===== src/design/obg_pkg.sv =====
// ============================================================================
// obg_pkg
// Shared types, widths and codes of the obstacle speed gate.
// ============================================================================
`default_nettype none

package obg_pkg;

    // Field widths
    localparam int SPEED_W    = 15;
    localparam int DIST_W     = 12;
    localparam int COEF_W     = 16;
    localparam int ACT_W      = 2;
    localparam int CFG_IDX_W  = 3;
    localparam int CFG_DATA_W = 16;

    // Datapath widths of the shared multiplier and the braking-distance sum
    localparam int TERM_W     = SPEED_W + COEF_W;   // coefficient times magnitude
    localparam int PROD_W     = TERM_W + SPEED_W;   // widest product
    localparam int ACC_W      = PROD_W + 1;         // quadratic plus linear term
    localparam int LIN_SHIFT  = 12;
    localparam int FRAC_SHIFT = 24;
    localparam int WHOLE_W    = ACC_W - FRAC_SHIFT;

    localparam logic [DIST_W-1:0] DIST_MAX = {DIST_W{1'b1}};

    // Action codes of an input transaction
    localparam logic [ACT_W-1:0] ACT_WANTED = 2'd0;
    localparam logic [ACT_W-1:0] ACT_DRIVEN = 2'd1;
    localparam logic [ACT_W-1:0] ACT_STOP   = 2'd2;
    localparam logic [ACT_W-1:0] ACT_SENSOR = 2'd3;

    // Configuration register indexes
    localparam logic [CFG_IDX_W-1:0] CFG_FLEX_MODE   = 3'd0;
    localparam logic [CFG_IDX_W-1:0] CFG_FIXED_BRAKE = 3'd1;
    localparam logic [CFG_IDX_W-1:0] CFG_IGNORE      = 3'd2;
    localparam logic [CFG_IDX_W-1:0] CFG_MIN_BRAKE   = 3'd3;
    localparam logic [CFG_IDX_W-1:0] CFG_SQUARE      = 3'd4;
    localparam logic [CFG_IDX_W-1:0] CFG_LINEAR      = 3'd5;

    // Configuration reset values
    localparam logic [DIST_W-1:0] FIXED_BRAKE_RST = 12'd300;
    localparam logic [DIST_W-1:0] IGNORE_RST      = 12'd90;
    localparam logic [DIST_W-1:0] MIN_BRAKE_RST   = 12'd100;

    // Operation codes of the shared multiply-accumulate unit
    localparam logic [1:0] MAC_LIN = 2'd0;  // acc = linear_coef * |s| << 12
    localparam logic [1:0] MAC_SQ  = 2'd1;  // term = square_coef * |s|
    localparam logic [1:0] MAC_SQ2 = 2'd2;  // acc = acc + term * |s|

    typedef struct packed {
        logic              flexible_mode;
        logic [DIST_W-1:0] fixed_brake_distance;
        logic [DIST_W-1:0] ignore_distance;
        logic [DIST_W-1:0] min_brake_distance;
        logic [COEF_W-1:0] square_coef;
        logic [COEF_W-1:0] linear_coef;
    } cfg_t;

    typedef struct packed {
        logic       en;
        logic [1:0] op;
    } mac_ctrl_t;

endpackage

`default_nettype wire


===== src/design/obg_if.sv =====
// ============================================================================
// obg_if
// Valid/ready channel interfaces: input items, results and configuration.
// ============================================================================
`default_nettype none

interface obg_in_if;
    logic                                valid;
    logic                                ready;
    logic [obg_pkg::ACT_W-1:0]           action;
    logic signed [obg_pkg::SPEED_W-1:0]  speed_value;
    logic                                stop_value;
    logic [obg_pkg::DIST_W-1:0]          front_left_in;
    logic [obg_pkg::DIST_W-1:0]          front_mid_in;
    logic [obg_pkg::DIST_W-1:0]          front_right_in;
    logic [obg_pkg::DIST_W-1:0]          rear_left_in;
    logic [obg_pkg::DIST_W-1:0]          rear_mid_in;
    logic [obg_pkg::DIST_W-1:0]          rear_right_in;

    modport source (
        output valid, action, speed_value, stop_value, front_left_in, front_mid_in,
               front_right_in, rear_left_in, rear_mid_in, rear_right_in,
        input  ready
    );
    modport sink (
        input  valid, action, speed_value, stop_value, front_left_in, front_mid_in,
               front_right_in, rear_left_in, rear_mid_in, rear_right_in,
        output ready
    );
endinterface

interface obg_out_if;
    logic                                valid;
    logic                                ready;
    logic signed [obg_pkg::SPEED_W-1:0]  out_speed;
    logic                                blocked;

    modport source (output valid, out_speed, blocked, input ready);
    modport sink (input valid, out_speed, blocked, output ready);
endinterface

interface obg_cfg_if;
    logic                                valid;
    logic                                ready;
    logic [obg_pkg::CFG_IDX_W-1:0]       index;
    logic [obg_pkg::CFG_DATA_W-1:0]      data;

    modport source (output valid, index, data, input ready);
    modport sink (input valid, index, data, output ready);
endinterface

`default_nettype wire


===== src/design/obg_cfg_regs.sv =====
// ============================================================================
// obg_cfg_regs
// Configuration register file, written through the configuration channel.
// ============================================================================
`default_nettype none

module obg_cfg_regs (
    input  logic          clk,
    input  logic          rst_n,
    obg_cfg_if.sink       cfg_ch,
    output obg_pkg::cfg_t cfg
);
    import obg_pkg::*;

    cfg_t cfg_reg;
    cfg_t cfg_next;
    logic wr_en;

    // Writes are always taken; unknown indexes are dropped.
    assign cfg_ch.ready = 1'b1;
    assign wr_en        = cfg_ch.valid;

    // Register decode
    always_comb
    begin
        cfg_next = cfg_reg;
        if (wr_en)
        begin
            unique case (cfg_ch.index)
                CFG_FLEX_MODE:   cfg_next.flexible_mode        = cfg_ch.data[0];
                CFG_FIXED_BRAKE: cfg_next.fixed_brake_distance = cfg_ch.data[DIST_W-1:0];
                CFG_IGNORE:      cfg_next.ignore_distance      = cfg_ch.data[DIST_W-1:0];
                CFG_MIN_BRAKE:   cfg_next.min_brake_distance   = cfg_ch.data[DIST_W-1:0];
                CFG_SQUARE:      cfg_next.square_coef          = cfg_ch.data[COEF_W-1:0];
                CFG_LINEAR:      cfg_next.linear_coef          = cfg_ch.data[COEF_W-1:0];
                default:         cfg_next = cfg_reg;
            endcase
        end
    end

    always_ff @(posedge clk or negedge rst_n)
    begin
        if (!rst_n)
        begin
            cfg_reg.flexible_mode        <= 1'b1;
            cfg_reg.fixed_brake_distance <= FIXED_BRAKE_RST;
            cfg_reg.ignore_distance      <= IGNORE_RST;
            cfg_reg.min_brake_distance   <= MIN_BRAKE_RST;
            cfg_reg.square_coef          <= '0;
            cfg_reg.linear_coef          <= '0;
        end
        else
        begin
            cfg_reg <= cfg_next;
        end
    end

    assign cfg = cfg_reg;

endmodule

`default_nettype wire


===== src/design/obg_mac.sv =====
// ============================================================================
// obg_mac
// Shared multiply-accumulate unit for the quadratic braking-distance sum.
// ============================================================================
`default_nettype none

module obg_mac (
    input  logic                          clk,
    input  obg_pkg::mac_ctrl_t            ctrl,
    input  logic [obg_pkg::SPEED_W-1:0]   mag,
    input  logic [obg_pkg::COEF_W-1:0]    square_coef,
    input  logic [obg_pkg::COEF_W-1:0]    linear_coef,
    output logic [obg_pkg::ACC_W-1:0]     acc
);
    import obg_pkg::*;

    logic [TERM_W-1:0] term_reg;
    logic [TERM_W-1:0] term_next;
    logic [ACC_W-1:0]  acc_reg;
    logic [ACC_W-1:0]  acc_next;
    logic [TERM_W-1:0] op_a;
    logic [PROD_W-1:0] prod;

    // Operand select for the single multiplier
    always_comb
    begin
        case (ctrl.op)
            MAC_LIN: op_a = TERM_W'(linear_coef);
            MAC_SQ:  op_a = TERM_W'(square_coef);
            MAC_SQ2: op_a = term_reg;
            default: op_a = '0;
        endcase
    end

    assign prod = PROD_W'(op_a) * PROD_W'(mag);

    // Accumulator and intermediate term update
    always_comb
    begin
        acc_next  = acc_reg;
        term_next = term_reg;
        if (ctrl.en)
        begin
            case (ctrl.op)
                MAC_LIN: acc_next  = ACC_W'(prod[TERM_W-1:0]) << LIN_SHIFT;
                MAC_SQ:  term_next = prod[TERM_W-1:0];
                MAC_SQ2: acc_next  = acc_reg + ACC_W'(prod);
                default: acc_next  = acc_reg;
            endcase
        end
    end

    always_ff @(posedge clk)
    begin
        acc_reg  <= acc_next;
        term_reg <= term_next;
    end

    assign acc = acc_reg;

endmodule

`default_nettype wire


===== src/design/obstacle_speed_gate_core.sv =====
// ============================================================================
// obstacle_speed_gate_core
// Emergency-stop gate: passes a wanted speed or blocks it from sensor data.
// ============================================================================
// Usage:
// Input transactions on in_ch carry an action code. Driven-speed, stop-flag
// and sensor updates are stored when accepted and give no result. A
// wanted-speed transaction gives exactly one result on out_ch: the wanted
// speed with blocked low, or zero with blocked high.
// A wanted-speed item holds in_ch.ready low from acceptance until the
// sequencer has stepped one shared 31x15 multiplier through three products,
// then the saturating braking-distance add, then the sensor compare, and
// has loaded the result; update items are taken while the block is idle.
// The result sits in an output register, so new updates are accepted while
// it waits; when out_ch.ready stays low, a following wanted-speed item
// stops at its final step until the pending result is taken.
// The configuration channel is always ready and is to be written only while
// idle; the block itself does not enforce this. Reset restores the
// configuration defaults, clears the stop flag, the driven speed and all six
// distances, and empties the output register.
// ============================================================================
`default_nettype none

module obstacle_speed_gate_core (
    input  logic      clk,
    input  logic      rst_n,
    obg_in_if.sink    in_ch,
    obg_out_if.source out_ch,
    obg_cfg_if.sink   cfg_ch
);
    import obg_pkg::*;

    // Sequencer states
    localparam logic [2:0] S_IDLE   = 3'd0;
    localparam logic [2:0] S_LIN    = 3'd1;
    localparam logic [2:0] S_SQ     = 3'd2;
    localparam logic [2:0] S_SQ2    = 3'd3;
    localparam logic [2:0] S_BRAKE  = 3'd4;
    localparam logic [2:0] S_DECIDE = 3'd5;

    cfg_t       cfg;
    mac_ctrl_t  mac_ctrl;
    logic [ACC_W-1:0] mac_acc;

    logic [2:0] state_reg, state_next;

    // Held vehicle state
    logic                       stop_reg;
    logic signed [SPEED_W-1:0]  driven_reg;
    logic [DIST_W-1:0]          front_reg [3];
    logic [DIST_W-1:0]          rear_reg  [3];

    // Per-item working registers
    logic signed [SPEED_W-1:0]  wanted_reg;
    logic [SPEED_W-1:0]         mag_reg;
    logic                       use_front_reg;
    logic                       nogo_reg;
    logic [DIST_W-1:0]          brake_reg;

    // Output register
    logic                       out_valid_reg;
    logic signed [SPEED_W-1:0]  out_speed_reg;
    logic                       out_blocked_reg;

    logic                       in_acc;
    logic                       wanted_acc;
    logic signed [SPEED_W-1:0]  dir_speed;
    logic                       dir_front;
    logic                       dir_nogo;
    logic [SPEED_W-1:0]         dir_mag;
    logic [WHOLE_W:0]           brake_sum;
    logic [DIST_W-1:0]          brake_flex;
    logic [DIST_W-1:0]          sel_dist [3];
    logic                       all_above_ignore;
    logic                       all_above_brake;
    logic                       item_blocked;
    logic                       out_free;
    logic                       result_load;

    obg_cfg_regs u_cfg_regs (
        .clk    (clk),
        .rst_n  (rst_n),
        .cfg_ch (cfg_ch),
        .cfg    (cfg)
    );

    obg_mac u_mac (
        .clk         (clk),
        .ctrl        (mac_ctrl),
        .mag         (mag_reg),
        .square_coef (cfg.square_coef),
        .linear_coef (cfg.linear_coef),
        .acc         (mac_acc)
    );

    assign in_ch.ready = (state_reg == S_IDLE);
    assign in_acc      = in_ch.valid && in_ch.ready;
    assign wanted_acc  = in_acc && (in_ch.action == ACT_WANTED);

    // Direction pick: driven speed unless standing, then the wanted speed.
    always_comb
    begin
        dir_nogo  = stop_reg;
        dir_front = 1'b1;
        dir_speed = driven_reg;
        if (driven_reg > 15'sd1)
        begin
            dir_front = 1'b1;
        end
        else if (driven_reg < -15'sd1)
        begin
            dir_front = 1'b0;
        end
        else
        begin
            dir_speed = in_ch.speed_value;
            if (in_ch.speed_value > 15'sd1)
                dir_front = 1'b1;
            else if (in_ch.speed_value < -15'sd1)
                dir_front = 1'b0;
            else
                dir_nogo = 1'b1;
        end
        dir_mag = dir_speed[SPEED_W-1] ? (~dir_speed + 15'd1) : dir_speed;
    end

    // Sequencer
    always_comb
    begin
        state_next = state_reg;
        unique case (state_reg)
            S_IDLE:   if (wanted_acc) state_next = S_LIN;
            S_LIN:    state_next = S_SQ;
            S_SQ:     state_next = S_SQ2;
            S_SQ2:    state_next = S_BRAKE;
            S_BRAKE:  state_next = S_DECIDE;
            S_DECIDE: if (out_free) state_next = S_IDLE;
            default:  state_next = S_IDLE;
        endcase
    end

    // Multiplier steps
    always_comb
    begin
        mac_ctrl.en = 1'b0;
        mac_ctrl.op = MAC_LIN;
        unique case (state_reg)
            S_LIN:
            begin
                mac_ctrl.en = 1'b1;
                mac_ctrl.op = MAC_LIN;
            end
            S_SQ:
            begin
                mac_ctrl.en = 1'b1;
                mac_ctrl.op = MAC_SQ;
            end
            S_SQ2:
            begin
                mac_ctrl.en = 1'b1;
                mac_ctrl.op = MAC_SQ2;
            end
            default:
            begin
                mac_ctrl.en = 1'b0;
                mac_ctrl.op = MAC_LIN;
            end
        endcase
    end

    // Saturating braking distance from the integer part of the sum
    assign brake_sum  = (WHOLE_W + 1)'(mac_acc[ACC_W-1:FRAC_SHIFT])
                      + (WHOLE_W + 1)'(cfg.min_brake_distance);
    assign brake_flex = (brake_sum > (WHOLE_W + 1)'(DIST_MAX)) ? DIST_MAX
                                                                : brake_sum[DIST_W-1:0];

    // Sensor rule on the picked side
    always_comb
    begin
        for (int i = 0; i < 3; i++)
        begin
            sel_dist[i] = use_front_reg ? front_reg[i] : rear_reg[i];
        end
        all_above_ignore = (sel_dist[0] > cfg.ignore_distance)
                        && (sel_dist[1] > cfg.ignore_distance)
                        && (sel_dist[2] > cfg.ignore_distance);
        all_above_brake  = (sel_dist[0] > brake_reg)
                        && (sel_dist[1] > brake_reg)
                        && (sel_dist[2] > brake_reg);
        item_blocked     = nogo_reg || (all_above_ignore && !all_above_brake);
    end

    assign out_free    = !out_valid_reg || out_ch.ready;
    assign result_load = (state_reg == S_DECIDE) && out_free;

    // Control state
    always_ff @(posedge clk or negedge rst_n)
    begin
        if (!rst_n)
        begin
            state_reg     <= S_IDLE;
            out_valid_reg <= 1'b0;
            stop_reg      <= 1'b0;
            driven_reg    <= '0;
            for (int i = 0; i < 3; i++)
            begin
                front_reg[i] <= '0;
                rear_reg[i]  <= '0;
            end
        end
        else
        begin
            state_reg <= state_next;
            if (result_load)
                out_valid_reg <= 1'b1;
            else if (out_ch.ready)
                out_valid_reg <= 1'b0;
            if (in_acc)
            begin
                case (in_ch.action)
                    ACT_DRIVEN: driven_reg <= in_ch.speed_value;
                    ACT_STOP:   stop_reg   <= in_ch.stop_value;
                    ACT_SENSOR:
                    begin
                        front_reg[0] <= in_ch.front_left_in;
                        front_reg[1] <= in_ch.front_mid_in;
                        front_reg[2] <= in_ch.front_right_in;
                        rear_reg[0]  <= in_ch.rear_left_in;
                        rear_reg[1]  <= in_ch.rear_mid_in;
                        rear_reg[2]  <= in_ch.rear_right_in;
                    end
                    default:
                    begin
                        stop_reg <= stop_reg;
                    end
                endcase
            end
        end
    end

    // Payload registers
    always_ff @(posedge clk)
    begin
        if (wanted_acc)
        begin
            wanted_reg    <= in_ch.speed_value;
            mag_reg       <= dir_mag;
            use_front_reg <= dir_front;
            nogo_reg      <= dir_nogo;
        end
        if (state_reg == S_BRAKE)
        begin
            brake_reg <= cfg.flexible_mode ? brake_flex : cfg.fixed_brake_distance;
        end
        if (result_load)
        begin
            out_speed_reg   <= item_blocked ? '0 : wanted_reg;
            out_blocked_reg <= item_blocked;
        end
    end

    assign out_ch.valid     = out_valid_reg;
    assign out_ch.out_speed = out_speed_reg;
    assign out_ch.blocked   = out_blocked_reg;

    // A blocked result always carries a zero speed.
    a_blocked_zero: assert property (@(posedge clk) disable iff (!rst_n)
        out_ch.valid && out_ch.blocked |-> out_ch.out_speed == '0)
        else $error("blocked result with nonzero speed");

    // A wanted-speed item makes the block busy in the next cycle.
    a_busy_after_wanted: assert property (@(posedge clk) disable iff (!rst_n)
        wanted_acc |=> !in_ch.ready)
        else $error("input still ready after wanted-speed item");

    // A passed speed is never issued while the stop flag is set.
    a_stop_blocks: assert property (@(posedge clk) disable iff (!rst_n)
        result_load && stop_reg |=> out_ch.blocked)
        else $error("result passed while stop flag set");

    // A result only leaves the final sequencer step.
    a_load_from_decide: assert property (@(posedge clk) disable iff (!rst_n)
        $rose(out_valid_reg) |-> $past(state_reg) == S_DECIDE)
        else $error("result raised outside the decide step");

endmodule

`default_nettype wire


===== src/flat_wrapper.sv =====
// flat-port wrapper written by rule: the top's interface ports become plain ports
module obstacle_speed_gate_core_flat import obg_pkg::*;
  (clk, rst_n, in_ch_valid, in_ch_action, in_ch_speed_value, in_ch_stop_value, in_ch_front_left_in, in_ch_front_mid_in, in_ch_front_right_in, in_ch_rear_left_in, in_ch_rear_mid_in, in_ch_rear_right_in, in_ch_ready, out_ch_valid, out_ch_out_speed, out_ch_blocked, out_ch_ready, cfg_ch_valid, cfg_ch_index, cfg_ch_data, cfg_ch_ready);
  obg_in_if in_ch_i ();
  obg_out_if out_ch_i ();
  obg_cfg_if cfg_ch_i ();
  input  logic clk;
  input  logic rst_n;
  input wire logic [$bits(in_ch_i.valid)-1:0] in_ch_valid;
  input wire logic [$bits(in_ch_i.action)-1:0] in_ch_action;
  input wire logic [$bits(in_ch_i.speed_value)-1:0] in_ch_speed_value;
  input wire logic [$bits(in_ch_i.stop_value)-1:0] in_ch_stop_value;
  input wire logic [$bits(in_ch_i.front_left_in)-1:0] in_ch_front_left_in;
  input wire logic [$bits(in_ch_i.front_mid_in)-1:0] in_ch_front_mid_in;
  input wire logic [$bits(in_ch_i.front_right_in)-1:0] in_ch_front_right_in;
  input wire logic [$bits(in_ch_i.rear_left_in)-1:0] in_ch_rear_left_in;
  input wire logic [$bits(in_ch_i.rear_mid_in)-1:0] in_ch_rear_mid_in;
  input wire logic [$bits(in_ch_i.rear_right_in)-1:0] in_ch_rear_right_in;
  output wire logic [$bits(in_ch_i.ready)-1:0] in_ch_ready;
  output wire logic [$bits(out_ch_i.valid)-1:0] out_ch_valid;
  output wire logic [$bits(out_ch_i.out_speed)-1:0] out_ch_out_speed;
  output wire logic [$bits(out_ch_i.blocked)-1:0] out_ch_blocked;
  input wire logic [$bits(out_ch_i.ready)-1:0] out_ch_ready;
  input wire logic [$bits(cfg_ch_i.valid)-1:0] cfg_ch_valid;
  input wire logic [$bits(cfg_ch_i.index)-1:0] cfg_ch_index;
  input wire logic [$bits(cfg_ch_i.data)-1:0] cfg_ch_data;
  output wire logic [$bits(cfg_ch_i.ready)-1:0] cfg_ch_ready;
  assign in_ch_i.valid = in_ch_valid;
  assign in_ch_i.action = in_ch_action;
  assign in_ch_i.speed_value = in_ch_speed_value;
  assign in_ch_i.stop_value = in_ch_stop_value;
  assign in_ch_i.front_left_in = in_ch_front_left_in;
  assign in_ch_i.front_mid_in = in_ch_front_mid_in;
  assign in_ch_i.front_right_in = in_ch_front_right_in;
  assign in_ch_i.rear_left_in = in_ch_rear_left_in;
  assign in_ch_i.rear_mid_in = in_ch_rear_mid_in;
  assign in_ch_i.rear_right_in = in_ch_rear_right_in;
  assign in_ch_ready = in_ch_i.ready;
  assign out_ch_valid = out_ch_i.valid;
  assign out_ch_out_speed = out_ch_i.out_speed;
  assign out_ch_blocked = out_ch_i.blocked;
  assign out_ch_i.ready = out_ch_ready;
  assign cfg_ch_i.valid = cfg_ch_valid;
  assign cfg_ch_i.index = cfg_ch_index;
  assign cfg_ch_i.data = cfg_ch_data;
  assign cfg_ch_ready = cfg_ch_i.ready;
  obstacle_speed_gate_core u_core (.clk(clk), .rst_n(rst_n), .in_ch(in_ch_i), .out_ch(out_ch_i), .cfg_ch(cfg_ch_i));
endmodule

===== config.mk =====
export PLATFORM = sky130hd
export DESIGN_NAME = obstacle_speed_gate_core_flat
export DESIGN_NICKNAME = d
export VERILOG_FILES = /design/src/design/obg_pkg.sv /design/src/design/obg_if.sv /design/src/design/obg_cfg_regs.sv /design/src/design/obg_mac.sv /design/src/design/obstacle_speed_gate_core.sv /design/src/flat_wrapper.sv
export SDC_FILE = /design/constraint.sdc
export NUM_CORES = 2
export LEC_CHECK = 0
export ABC_AREA = 1
export BUFFER_PORTS_ARGS = -buffer_cell sky130_fd_sc_hd__buf_4
export CAP_MARGIN = 0
export CORE_MARGIN = 5
export CORE_UTILIZATION = 55
export CTS_CLUSTER_DIAMETER = 60
export CTS_CLUSTER_SIZE = 8
export DETAILED_ROUTE_END_ITERATION = 8
export PLACE_DENSITY = 0.8
export SETUP_SLACK_MARGIN = 0.02
export SYNTH_ARGS = -nofsm -noshare
export SYNTH_HDL_FRONTEND = slang
export SYNTH_SLANG_ARGS = --single-unit

===== constraint.sdc =====
create_clock -name clk -period 12.6 [get_ports clk]
set_clock_uncertainty 0.05 [all_clocks]
set_input_delay 0.63 -clock clk [delete_from_list [all_inputs] [get_ports clk]]
set_output_delay 0.63 -clock clk [all_outputs]
set_load 0.02 [all_outputs]

### After elaboration in Yosys (flattened, before gate mapping)

Cells that the tools add are included.

| storage, ports and cells | value |
|---|---|
| logic and storage cells | 112 |
| register bits | 299 |
| output and inout port bits | 19 |
| input bits | 114 |

| operators by class | value |
|---|---|
| muxes and demuxes | 23 |
| multiply operators | 1 |
| order comparisons | 11 |
| reduce and logical (&&, ||, !) cells | 30 |
| bitwise operators | 1 |
| eq/ne operators | 17 |
| add/subtract/negate cells | 3 |

Operators with widths:

| cell | number |
|---|---|
| 47-bit one-hot mux with 2 select lines | 1 |
| 31-bit one-hot mux with 3 select lines | 1 |
| 12-bit > comparator | 6 |
| 12-bit two-way mux | 5 |
| 47-bit by 46-bit adder with 47-bit output | 1 |
| 31-bit by 15-bit multiplier with 46-bit output | 1 |
| 15-bit by 2-bit > comparator with 1-bit output, second input constant | 2 |
| 15-bit by 1-bit < comparator with 1-bit output, second input constant | 2 |
| 15-bit two-way mux | 2 |
| 23-bit by 12-bit adder with 24-bit output | 1 |
| 24-bit by 12-bit > comparator with 1-bit output, second input constant | 1 |
| 2-bit AND reduction | 12 |
| 3-bit one-hot mux with 6 select lines | 1 |
| 15-bit by 1-bit adder with 15-bit output, second input constant | 1 |
| 15-bit inverter | 1 |
| 14-bit two-way mux | 1 |
| 3-bit by 2-bit == test with 1-bit output, second input constant | 4 |
| 3-bit == test, second input constant | 4 |
| 1-bit two-way mux | 9 |
| 3-bit one-hot mux with 3 select lines | 1 |
| 1-bit logical AND | 8 |
| 2-bit == test, second input constant | 3 |
| 3-bit by 1-bit == test with 1-bit output, second input constant | 2 |
| 3-bit logical NOT | 2 |
| other kinds (8) | 14 |

### Longest topological paths before layout

| logic depth | value |
|---|---|
| depth after elaboration | 7 |
| gate-level depth with buffers | 48 |
| depth with buffers taken out | 47 |

### Cells and area by module

Synthesis repeated with hierarchy kept, for this count alone.

| unflattened totals | value |
|---|---|
| cells, all modules | 4,648 |
| area, all modules | 34,907.2 um^2 |

By module, submodules not included:

| module | times used | cells an instance | seq. area each (um^2) | area each (um^2) |
|---|---|---|---|---|
| obg_mac | 1 | 3,185 | 2,342.2 | 22,582.9 |
| obstacle_speed_gate_core | 1 | 1,149 | 4,103.9 | 9,580.4 |
| obg_cfg_regs | 1 | 314 | 1,741.7 | 2,743.9 |

### Least setup slack after synthesis

No wires, ideal clock.

| timing path | value |
|---|---|
| kind | register to register |
| start point | register u_core.state_reg[2] |
| end point | register u_core.u_mac.acc_reg[36], in the netlist u_core.u_mac.acc[36] (data pin) |
| setup slack | 4.543 ns |
| required time | 12.297 ns |
| period minus slack after synthesis | 8.057 ns |
| stages on the path, launching flop included | 41 |
| arrival | 7.754 ns |
| library setup time | 0.253 ns |
| path buffers | 1 |
| cell sequence | dfrtp_1 nor2_1 inv_2 nor2_2 buf_2 nand2_1 nand3_1 inv_1 nor2_1 fa_1 inv_1 fa_1 inv_1 fa_1 fa_1 fa_1 inv_1 fa_1 [5 not listed] o21ai_0 nand2_1 nand2_1 nand3_1 nand2_1 nand2_1 and2_1 ha_1 nand2_1 nor2_1 nor2_1 a21boi_0 nor2_1 nor2_1 nand3_1 or2_2 nand3_1 nand2_1 |

| on the way | value |
|---|---|
| word-level cells in the longest chain between the ends | 7 |
| elaborated cells between the ends (all ways) | 11 |
| classes of those cells | 1 x add/sub; 1 x mul; 5 x eq/ne; 3 x mux; 1 x reduce/logical |

RTL lines:

| item | line | text |
|---|---|---|
| start: declaration | obstacle_speed_gate_core.sv:45 | `logic [2:0] state_reg, state_next;` |
| start signal: assignment | obstacle_speed_gate_core.sv:213 | `state_reg <= state_next;` |
| 3-bit by 2-bit == test with 1-bit output or 3-bit by 1-bit == test with 1-bit output (tied branches) | obstacle_speed_gate_core.sv:147 | `unique case (state_reg)` |
| 3-bit one-hot mux with 3 select lines * | obstacle_speed_gate_core.sv:147 |  |
| 2-bit == test (tied with other cells) | obg_mac.sv:27 | `case (ctrl.op)` |
| 31-bit one-hot mux with 3 select lines * | obg_mac.sv:27 |  |
| 31-bit by 15-bit multiplier with 46-bit output * | obg_mac.sv:35 | `assign prod = PROD_W'(op_a) * PROD_W'(mag);` |
| net u_core.u_mac.prod[26] | obg_mac.sv:22 | `logic [PROD_W-1:0] prod;` |
| 47-bit by 46-bit adder with 47-bit output * | obg_mac.sv:47 | `MAC_SQ2: acc_next = acc_reg + ACC_W'(prod);` |
| 47-bit one-hot mux with 2 select lines * | obg_mac.sv:44 | `case (ctrl.op)` |
| end signal: assignment | obg_mac.sv:55 | `acc_reg <= acc_next;` |
| end: declaration | obg_mac.sv:19 | `logic [ACC_W-1:0] acc_reg;` |

The timed path passes the listed nets; every way through them passes the cells marked *.
A chain may end at the register's enable or synchronous reset.

### Final worst setup path

| timing path | value |
|---|---|
| start point | register u_core.state_reg[0] |
| end point | register u_core.u_mac.acc_reg[45], in the netlist u_core.u_mac.acc[45] (data pin) |

| on the way | value |
|---|---|
| word-level cells in the longest chain between the ends | 7 |
| elaborated cells between the ends (all ways) | 11 |
| classes of those cells | 1 x add/sub; 1 x mul; 5 x eq/ne; 3 x mux; 1 x reduce/logical |

RTL lines:

| item | line |
|---|---|
| 3-bit by 2-bit == test with 1-bit output or 3-bit by 1-bit == test with 1-bit output (tied branches) | obstacle_speed_gate_core.sv:147 |
| 3-bit one-hot mux with 3 select lines * | obstacle_speed_gate_core.sv:147 |
| 2-bit == test (tied with other cells) | obg_mac.sv:27, obg_mac.sv:44 |
| 31-bit one-hot mux with 3 select lines | obg_mac.sv:27 |
| 31-bit by 15-bit multiplier with 46-bit output | obg_mac.sv:35 |
| 47-bit by 46-bit adder with 47-bit output | obg_mac.sv:47 |
| 47-bit one-hot mux with 2 select lines * | obg_mac.sv:44 |

Every way passes the cells marked *; elsewhere a longest branch is shown, timed or not.

==> metrics <==
Reg2Reg Depth 36; unrepaired setup endpoints after global routing false; CTS tree done; CP Launch Type flip-flop; post-CTS sizing 0; Num CTS Buffers 47; Top cell by count, worst path inv_1; Setup Fix Bufs, Post-CTS 0; final-report max-slew violation count 0; crit path max fanout 48; grt total ovfl 0; commonest non-fill, non-tap cell in the layout nand2_1; Synth Area per Inst 7.99 um2; GPL Wtd Cong 1.02; hold buffer count at CTS 0; worst path required time 12.92 ns; Peak Freq 95.4 MHz; Vias/cell 5.75; Multi-input gate area around 22000 um2; final wirelength 106 mm; status completed; chip height 255 um; Synth Register Bits ~300; CTS sink count between 200 and 300; H-tree depth 2; drt first pass iters 6; placed inst area 34700 um2; Hold Crit Class input port to asynchronous set/reset pin; Syn Nets 4857; initial antenna violation count 3; Final TNS setup 0 ns; Max Root-Sink Buffers 3; first-pass GRT wire length 162 mm; Final #Nets 4962; Critical Path AT 10.80 ns; Max-cap violations 0; endpoints failing setup 0; ratio of final minimum period to clock period 83.2%; most frequent cells in the layout nand2_1, inv_1, nor2_1; largest net degree at the start of global routing 96; # IOs 133; Slew headroom 22.0%; Stages on worst setup path 36; GRT Overall Usage about a third; DR iter-0 viols 3098; Filler cells 5196; Register Area 8190 um2; remaining antenna violation count 0; Synth cell types 57; HPWL Detailed around 86 mm; die width 255 um; CTS clk-pin slew, worst paths 0.05 ns; final hold vios 0; final instance area approximately 36000 um2; Root Buffer clkbuf_16; Worst path max stage delay 0.68 ns; core area 59100 um2; slew of the pin with the lowest slew margin about 1.2 ns; vias approximately 29k; CP endpoint kind flip-flop; Port Buffers 131; die area 64900 um2; Clk Latency, worst-skew pair 0.61 ns; Initial Util a little under three fifths; Avg WL per Cell 21.0 um; Area Growth Syn to Fin 9.72%; max FFs per register 69; Post-Syn Area 32900 um2; Post-Syn Instances between 4k and 5k; vias in the first global route 28.4k; Crit-path slowest cell buf_4; crit path kind flip-flop to flip-flop; drc violations 0; post-route minimum period 10.48 ns; cell row count 89; Crit path buffers/inverters 10; family with the most delay on the worst path adder cells; register area share after synthesis 24.9%; share of cells above drive strength 1 around 7.5%; Synth Warn # 0
==> metal layers <==
metal  GRT usage, %  part of all wire, %  vias to the layer above
li1               -                    -                    13132
met5              0                    0                        -
met1           46.7                   41                    14011
met4           13.1                  4.8                        0
met2           47.0                   42                     1521
met3           8.74                   12                      254
==> path summary, 6_finish.rpt <==
check | startpoint | to | slack, ns
setup reg to reg | u_core.state_reg[0] | u_core.u_mac.acc[45] | 2.12
max in group asynchronous | rst_n | u_core.u_cfg_regs.cfg[36] | 10.97
hold / removal | rst_n | u_core.rear_reg[10] | 0.08
min in group clk | out_ch_ready | u_core.out_ch.valid | 0.19
hold reg to reg | u_core.u_cfg_regs.cfg[63] | u_core.u_cfg_regs.cfg[63] | 0.42
setup / recovery | u_core.state_reg[0] | u_core.u_mac.acc[45] | 2.12
==> cell type report <==
cell class	count	area share, %
multi-input cells	2984	59.7
flip-flops and latches	299	22.7
inverters	744	7.73
clock buffers	67	3.58
repair buffers	151	3.15
well taps	773	2.68
clock inverters	10	0.495
diodes	3	0.0208
==> cell usage after synthesis (all sizes together) <==
master	n	area, um2
a211oi	5	37.5
a21boi	10	75.1
a21o	7	52.6
a21oi	214	1070
a221oi	2	30.0
a311oi	1	8.76
a31oi	10	62.6
and2	5	31.3
and3	4	25.0
buf	22	139
clkbuf	73	274
clkinv	22	82.6
conb	1	3.75
dfrtp	149	3730
dfstp	12	315
edfxtp	138	4140
fa	377	7550
ha	244	3050
inv	722	2710
mux2	39	439
mux2i	3	30.0
nand2	923	3500
nand2b	1	6.26
nand3	136	701
nand3b	14	105
nand4	43	269
nor2	539	2040
nor3	36	190
nor3b	1	7.51
nor4	11	68.8
o2111ai	2	17.5
o211ai	5	42.5
o21a	11	82.6
o21ai	245	1250
o21bai	11	82.6
o311ai	2	17.5
o31ai	2	28.8
o41ai	1	8.76
or2	19	119
xnor2	21	184
xor2	39	342
==> through the flow <==
step	setup slack [ns]	util, %	hold WS (ns)	instances
after floorplan	4.54	-	0.284	4122
after global placement	2.50	58.6	0.408	4951
after detailed placement	2.51	58.6	0.415	4951
after CTS	2.43	61.1	0.105	5028
after global routing	1.73	61.1	0.152	5028
final	2.12	61.1	0.0806	5031
==> worst reg2reg max path, delay by kind of cell, from the launching register on <==
family                   cells  cell delay, ns
buffers and inverters       10            1.58
flip-flops                   1            0.43
adder cells (fa/ha/maj)      8            3.89
AND/OR/NAND/NOR             14            3.44
XOR/XNOR                     1            0.22
AO/OA/AOI/OAI                3            0.62
==> logic make-up (layout without fill, tap and decap cells) <==
kind of cell,Yosys count,in the layout,share of synthesized area (%)
flops,299,299,24.9
xor+xnor,60,60,1.60
other cells,1,4,0.0114
simple gates,1732,1732,21.5
mux,42,42,1.42
compound gates,528,528,8.73
buf+inv,839,972,9.73
fa+ha+maj,621,621,32.2
Power is left out: the tool's default activity adds up to more than one toggle a clock period on the data nets, which glitch-free logic cannot reach.
